==> src/rtl/seq_pkg.sv <==
// ----------------------------------------------------------------------------
// Sorted event queue package
// Shared constants, codes and types for the sorted event queue.
// ----------------------------------------------------------------------------
package seq_pkg;

	localparam int QUEUE_DEPTH = 64;
	localparam int CNT_W       = $clog2(QUEUE_DEPTH + 1);
	localparam int OCC_W       = 7;
	localparam int KIND_W      = 16;
	localparam int TIME_W      = 32;

	typedef enum logic {
		MODE_INSERT = 1'b0,
		MODE_POP    = 1'b1
	} mode_t;

	typedef enum logic [1:0] {
		STATUS_DONE  = 2'd0,
		STATUS_EMPTY = 2'd1,
		STATUS_FULL  = 2'd2
	} status_t;

	typedef struct packed {
		logic [KIND_W-1:0] kind;
		logic [TIME_W-1:0] ev_time;
	} entry_t;

	typedef struct packed {
		logic insert;
		logic pop;
	} cell_ctl_t;

endpackage

==> src/rtl/seq_cell.sv <==
// ----------------------------------------------------------------------------
// Sorted event queue cell
// One slot of the sorted shift queue. On an insert the cell keeps its event,
// takes the new event, or takes its left neighbor's event; on a pop it takes
// its right neighbor's event.
// ----------------------------------------------------------------------------
module seq_cell (
	input  logic               clk,
	input  logic               arst_n,
	input  seq_pkg::cell_ctl_t ctl,
	input  seq_pkg::entry_t    new_entry,
	input  logic               prev_after,
	input  logic               prev_valid,
	input  seq_pkg::entry_t    prev_entry,
	input  logic               next_valid,
	input  seq_pkg::entry_t    next_entry,
	output logic               valid,
	output seq_pkg::entry_t    entry,
	output logic               after
);

	logic            valid_q;
	seq_pkg::entry_t entry_q;

	// The new event belongs behind this cell's event.
	assign after = valid_q && (entry_q.ev_time <= new_entry.ev_time);
	assign valid = valid_q;
	assign entry = entry_q;

	always_ff @(posedge clk or negedge arst_n) begin
		if (!arst_n) begin
			valid_q <= 1'b0;
		end else if (ctl.insert && !after) begin
			valid_q <= prev_after ? 1'b1 : prev_valid;
		end else if (ctl.pop) begin
			valid_q <= next_valid;
		end
	end

	always_ff @(posedge clk) begin
		if (ctl.insert && !after) begin
			entry_q <= prev_after ? new_entry : prev_entry;
		end else if (ctl.pop) begin
			entry_q <= next_entry;
		end
	end

endmodule

==> config.mk <==
export PLATFORM = sky130hd
export DESIGN_NAME = seq_cell
export DESIGN_NICKNAME = d
export VERILOG_FILES = /design/src/rtl/seq_pkg.sv /design/src/rtl/seq_cell.sv
export SDC_FILE = /design/constraint.sdc
export NUM_CORES = 1
export LEC_CHECK = 0
export BUFFER_PORTS_ARGS = -buffer_cell sky130_fd_sc_hd__buf_4
export CORE_UTILIZATION = 45
export DETAILED_ROUTE_END_ITERATION = 7
export PLACE_DENSITY = 0.82
export SETUP_SLACK_MARGIN = 0.3
export SYNTH_ARGS = -nofsm -noshare
export SYNTH_HDL_FRONTEND = slang
export SYNTH_SLANG_ARGS = --single-unit
export TNS_END_PERCENT = 30
==> constraint.sdc <==
create_clock -name clk -period 4.5 [get_ports clk]
set_clock_uncertainty 0.2 [all_clocks]
set_input_delay 0.9 -clock clk [delete_from_list [all_inputs] [get_ports clk]]
set_output_delay 0.9 -clock clk [all_outputs]
set_load 0.1 [all_outputs]
* Word level (Yosys, flattened, before mapping)
Cells that the tools add are included.
Storage, ports and cells: flip-flop bits (word level) 49, input bits 151, output and inout port bits 50
Cells by class: $lt $le $gt $ge 1, multiplexer cells 6, reductions and logical operators 4
Operators with widths (count):
- $mux W48 | 3
- $le A32 B32 Y1 | 1
- $mux W1 | 3
- $logic_and A1 B1 Y1 | 2
- $reduce_bool A2 Y1 | 1
- $logic_not A1 Y1 | 1

* Longest topological paths before layout
Gate-level depths: netlist (run 1).
word-level depth 5, mapped depth 10, depth with buffers taken out 8

* Worst setup path after synthesis (run 1)
OpenSTA, ideal clock, no wires.
path kind reg2reg, start point register entry_q (netlist bit entry[14]), end point register entry_q (netlist bit entry[0]), enable pin, setup time 0.408 ns, arrival 3.668 ns, data required time 3.892 ns, path slack 0.224 ns, cell stages (with the launch flop) 10, buffers on the path 2, period minus slack after synthesis 4.276 ns, cells stage by stage edfxtp_1 > ha_1 > nand4_1 > nor4_1 > a21boi_0 > o31a_1 > o31a_1 > buf_6 > buf_6 > or2_1
Between the ends: word-level cells in the longest chain between the ends 5
Ends and longest elaborated chain:
- start, declared | line seq_cell.sv:23 | seq_pkg::entry_t entry_q;
- start signal, assigned | line seq_cell.sv:42 | entry_q <= prev_after ? new_entry : prev_entry;
- start signal, assigned | line seq_cell.sv:44 | entry_q <= next_entry;
- $le A32 B32 Y1 | line seq_cell.sv:26 | assign after = valid_q && (entry_q.ev_time <= new_entry.ev_time);
- $logic_and A1 B1 Y1 | line seq_cell.sv:26
- $logic_not A1 Y1 | line seq_cell.sv:41 | if (ctl.insert && !after) begin
- $logic_and A1 B1 Y1 | line seq_cell.sv:41
- $reduce_bool A2 Y1 (no line)
Every way passes these cells. A chain may end at the register's enable or synchronous reset.

* Worst setup path after layout (run 1)
start point input new_entry[15] (netlist bit), end point output after
Between the ends: word-level cells in the longest chain between the ends 2
Ends and longest elaborated chain:
- start, declared | line seq_cell.sv:11 | input seq_pkg::entry_t new_entry,
- $le A32 B32 Y1 | line seq_cell.sv:26
- $logic_and A1 B1 Y1 | line seq_cell.sv:26
- end, declared | line seq_cell.sv:19 | output logic after
Every way passes these cells.

==> reports/metrics.yaml, run 1 <==
global_route:
  gr-total-overflow: 0
  antenna_found_initial: 0
  track_usage_pct: 23.6
  grt_max_degree: 81
  grt_first_pass_wirelength_um: 14100
  grt_pass1_vias: 3082
synthesis:
  ys_seq_area_share_pct: 42.4
  synth.distinct_cells: 33
  synthAdderAreaFrac_pct: 11.6
  synth-xor-area-share_pct: 0
  synth_mux_area_share_pct: 22.1
  syn_area_per_cell_um2: 10.9
  synth_top_family_by_area: "multiplexers"
  ys_ff_latch: 49
  syn_inst: 317
  synthSimpleGateAreaFrac_pct: 8.11
  syn-cell-area_um2: 3460
  synthesis.nets: 500
  synth_compound_area_share_pct: 10.1
  synth_warnings: 0
timing:
  setup_tns_ps: 0
  finalHoldViolations: 0
  tightest_slew_ps: 1170
  final.min_clock_period_ps: 4070
  fin_crit_sh_pct: 90.4
  finalMaxSlewViolations: 0
  relSlewSlack_pct: 22.2
  fmax_ghz: 0.246
  setup_viol: 0
  rsz0062_at_grt: "false"
  timing.hold.ws_ps: 149
worst_setup_path:
  arrival_ps: 2970
  worstPathRequired_ps: 3400
  r2r.worst_path.cells: 7
  worstSetupStartpointType: "input port"
  ff2ff_setup_slack_ps: 990
  worstSetupPathType: "in -> out"
  r2r-end: "entry[6]"
  endpoint: "after"
  end_kind: "primary output"
  crit_fanout: 3
  r2r_start: "entry[15]"
  cp-startpoint: "new_entry[15]"
final_layout:
  antennaDiodeCount: 0
  final_common_cell: "buf_4"
  mostFrequentLayoutCells: "201 x buf_4, 56 x mux2_2, 48 x edfxtp_1, 44 x a21oi_1, 35 x nor2_1"
  fin_cells: 611
  area_growth_pct: 48.7
  fin_nets: 694
  drive_gt1_share_pct: 54.1
floorplanning:
  die_width_um: 89.7
  die_y_um: 89.7
  dieArea_um2: 8040
  core_area_um2: 7330
  io_pins: 201
  start_util_pct: 47.2
  num_rows: 31
place:
  dpl.cell_count: 603
  globalplace.congestion: 0.808
  portBuffers: 200
  dpl.hpwl_um: 7510
status:
  status: "finished, final reports clean"
drt:
  avgRoutedWirePerCell_um: 15.9
  dr.pass1.iters: 4
  postRouteAntennaNets: 0
  drc: 0
  viasPerCell: 5.11
  drtIter0Drc: 96
  routed-via-count: 3121
  routed_wirelength_um: 9700
clock_network:
  cts_root_buf: "clkbuf_8"
  cts_sinks: 49
  path_clk_slew_ps: 90
  cts_tree: "yes"
  htreeDepth: 2
  cts_made_buffers: 5
  cts_buffer_depth: 2
  clkLatencyLatePin_ps: 310
power:
  power.density_nw_per_um2: 395
  leakagePower_nw: 2.43
  max-vdd-ir-drop_v: 0.000256
job:
  maxCapViolations: 0
hold_path:
  hold_class: "in -> async"
## worst min path at each step
stage               startpoint  endpoint  slack [ps]  cells after the start
floorplan               arst_n     valid         400                      0
CTS                     arst_n     valid         140                      1
global route            arst_n     valid         130                      1
finish                  arst_n     valid         150                      1
global placement         valid     valid         310                      1
detailed placement       valid     valid         330                      1
## layer usage
layer / vias to the layer above / global-route usage, % / share of wire, %
li1: 1540 / - / -
met1: 1455 / 24.7 / 37
met2: 113 / 44.3 / 52
met3: 13 / 8.32 / 8.5
met4: 0 / 6.93 / 1.9
met5: - / 0 / 0
## worst max-delay path, stage by stage
cell	delay, ps
buf_4	80
inv_1	40
ha_1	310
nand4_1	190
nor4_2	410
a21boi_0	300
o31a_1	230
o21ai_0	110
and2_1	180
buf_4	230
## cell families (layout without fill, tap and decap cells)
family,count (synthesis),after routing
multiplexers,65,65
AO/OA/AOI/OAI,62,62
AND/OR/NAND/NOR,62,62
flip-flops,49,49
buffers and inverters,47,242
adder cells (fa/ha/maj),32,32
## repair_timing
action                     CTS  global route
setup buffers                0             0
resized for setup            0             1
setup endpoints to repair    0             1
hold buffers                 0             0
hold endpoints to repair     0             0
## state kept, by name, summed over array words and instances, names as in the netlist
name   count
valid      1
entry     48
## area by class of cell
type	count	area, um2
Clock inverter	3	46.3
Inverter	33	124
Sequential cell	49	1470
Fill cell	554	2190
Tap cell	99	124
Clock buffer	5	68.8
Multi-Input combinational cell	221	1800
Timing Repair Buffer	201	1510
## through the flow
step                util [%]  cell area, um2  power, mW  worst slack [ps]
floorplan                  -            3460       1.44               349
global placement        68.5            5020       1.69               403
detailed placement      68.5            5020       1.71               328
CTS                     70.0            5130       2.04               357
global route            70.1            5140       2.11               303
finish                  70.1            5140       2.03               433
## cell usage after synthesis
cell type	n	area share, %
ha_1	32	12
dfrtp_1	1	0.72
nor3_1	1	0.14
nor2_1	35	3.8
a311oi_1	1	0.25
inv_1	33	3.6
nand4_1	6	1.1
clkbuf_1	9	0.98
nand3_1	4	0.58
or2_1	1	0.18
edfxtp_1	48	42
a221o_1	1	0.29
and4_1	1	0.25
and2_1	1	0.18
o211a_1	1	0.29
mux2_4	9	3.9
nand2_1	7	0.76
nor4_1	2	0.36
buf_2	3	0.43
o21a_1	1	0.22
o31a_1	2	0.51
o21ai_0	6	0.87
o211ai_1	2	0.43
a211oi_1	1	0.22
nor3b_1	1	0.22
a22oi_1	1	0.22
buf_6	2	0.65
nor2b_1	2	0.36
a21boi_0	1	0.22
nand2b_1	1	0.18
mux2_2	56	18
a21oi_1	44	6.4
a21o_1	1	0.22
## power by group
group | leakage, nW | total [mW] | internal, mW | switching, mW
logic | 1.88 | 1.07 | 0.324 | 0.742
registers | 0.491 | 0.636 | 0.599 | 0.0374
clock network | 0.0543 | 0.326 | 0.167 | 0.159
No activity file was read; power rests on OpenSTA's default activity.
==> run 2: changes to the inputs <==
--- a/config.mk
+++ b/config.mk
@@ -6,6 +6,7 @@
 export NUM_CORES = 1
 export LEC_CHECK = 0
 export BUFFER_PORTS_ARGS = -buffer_cell sky130_fd_sc_hd__buf_4
+export CORE_ASPECT_RATIO = 2
 export CORE_UTILIZATION = 45
 export DETAILED_ROUTE_END_ITERATION = 7
 export PLACE_DENSITY = 0.82
==> run 2 against run 1 <==
Routed wire length grew 1.8%; clock power grew 16%; count of clock-buffer cells in the layout grew 3; critical endpoint unchanged.
==> reports/metrics.yaml, run 2 (same netlist as run 1, synthesis figures left out) <==
drt:
  viasPerCell: 5.21
  postRouteAntennaNets: 0
  drtIter0Drc: 124
  dr.pass1.iters: 4
  drc: 0
  avgRoutedWirePerCell_um: 16.3
  routed-via-count: 3160
  routed_wirelength_um: 9880
worst_setup_path:
  ff2ff_setup_slack_ps: 1140
  end_kind: "primary output"
  crit_fanout: 3
  worstPathRequired_ps: 3400
  r2r-end: "entry[23]"
  arrival_ps: 2890
  worstSetupPathType: "in -> out"
  r2r.worst_path.cells: 8
  worstSetupStartpointType: "input port"
  r2r_start: "entry[9]"
floorplanning:
  die_y_um: 126
  start_util_pct: 47.2
  dieArea_um2: 8060
  io_pins: 201
  die_width_um: 64.0
  num_rows: 44
  core_area_um2: 7320
clock_network:
  htreeDepth: 2
  cts_made_buffers: 5
  cts_buffer_depth: 2
  clkLatencyLatePin_ps: 290
  cts_sinks: 49
  postCtsSetupRepairBufs: 0
  cts_root_buf: "clkbuf_16"
  path_clk_slew_ps: 60
  cts_tree: "yes"
place:
  dpl.cell_count: 598
  portBuffers: 200
  dpl.hpwl_um: 8020
  preCtsSetupSlack_ps: 336
  globalplace.congestion: 0.831
final_layout:
  drive_gt1_share_pct: 53.9
  final_common_cell: "buf_4"
  seq_area_um2: 1470
  final_core_util_pct: 71.1
  fin_nets: 696
  multi_input_area_um2: 1810
  largest_reg_flops: 48
  area_growth_pct: 50.5
  nFillCells: 588
  fin_cells: 607
  mostFrequentLayoutCells: "202 x buf_4, 56 x mux2_2, 48 x edfxtp_1, 44 x a21oi_1, 35 x nor2_1"
hold_path:
  hold_class: "in -> async"
global_route:
  track_usage_pct: 25.6
  grt_first_pass_wirelength_um: 15800
  grt_max_degree: 81
  grt_pass1_vias: 3465
  antenna_found_initial: 1
  gr-total-overflow: 0
timing:
  rsz0062_at_grt: "false"
  setup_viol: 0
  final.min_clock_period_ps: 3990
  fmax_ghz: 0.251
  fin_ws_ps: 508
  fin_crit_sh_pct: 88.7
  finalMaxSlewViolations: 0
  tightest_slew_ps: 814
  finalHoldViolations: 0
  timing.hold.ws_ps: 178
  relSlewSlack_pct: 45.7
  setup_tns_ps: 0
status:
  status: "finished, final reports clean"
power:
  power.density_nw_per_um2: 403
  leakagePower_nw: 2.46
  max-vdd-ir-drop_v: 0.000351
job:
  maxCapViolations: 0
run 2: cell types whose count changed in the layout (fill, tap and decap cells not counted), sizes merged:
cell	change
clkbuf	+3
bufinv	-1
clkinv	-1
buf	+2
diode	+1
clkinvlp	-1
run 2: area by class of cell:
class	count	area share [%]
Tap cell	92	2.21
Timing Repair Buffer	203	29.5
Inverter	33	2.38
Clock buffer	8	2.81
Sequential cell	49	28.2
Antenna cell	1	0.0481
Multi-Input combinational cell	221	34.8
run 2: where the power goes:
| part | internal [mW] | switching (mW) |
|---|---|---|
| logic | 0.330 | 0.752 |
| clock network | 0.222 | 0.157 |
| registers | 0.599 | 0.0359 |
run 2: metal layers:
layer | wire (um) | vias to the layer above | track usage, %
met2 | 5660 | 124 | 49.1
met4 | 369 | 0 | 13.8
met5 | 0 | - | 0
met3 | 461 | 26 | 3.80
li1 | - | 1547 | -
met1 | 3390 | 1463 | 25.2
run 2: critical path: stages:
cell	delay, ps
buf_4	80
inv_1	50
ha_1	310
nand4_1	200
nor4_4	380
a21boi_0	250
o31a_1	210
o21ai_0	110
and2_1	190
buf_4	230
run 2: through the flow:
step / cell area [um2] / total power, mW
floorplan: 3460 / 1.44
global placement: 5040 / 1.71
detailed placement: 5040 / 1.73
CTS: 5180 / 2.11
global route: 5200 / 2.18
finish: 5200 / 2.10
run 2: repair_timing:
item | CTS | global route
gates resized for setup | 0 | 2
setup endpoints to repair | 0 | 1
hold buffers | 0 | 0
run 2: worst max-delay path by stage:
| stage | start | to | slack [ps] | cells past startpoint |
|---|---|---|---|---|
| after global placement | new_entry[14] | entry[20] | 390 | 10 |
| after detailed placement | new_entry[14] | after | 340 | 10 |
| after CTS | new_entry[14] | after | 340 | 10 |
| final | new_entry[9] | after | 510 | 10 |
| after floorplan | entry[14] | after | 350 | 7 |
| after global routing | new_entry[11] | after | 350 | 10 |
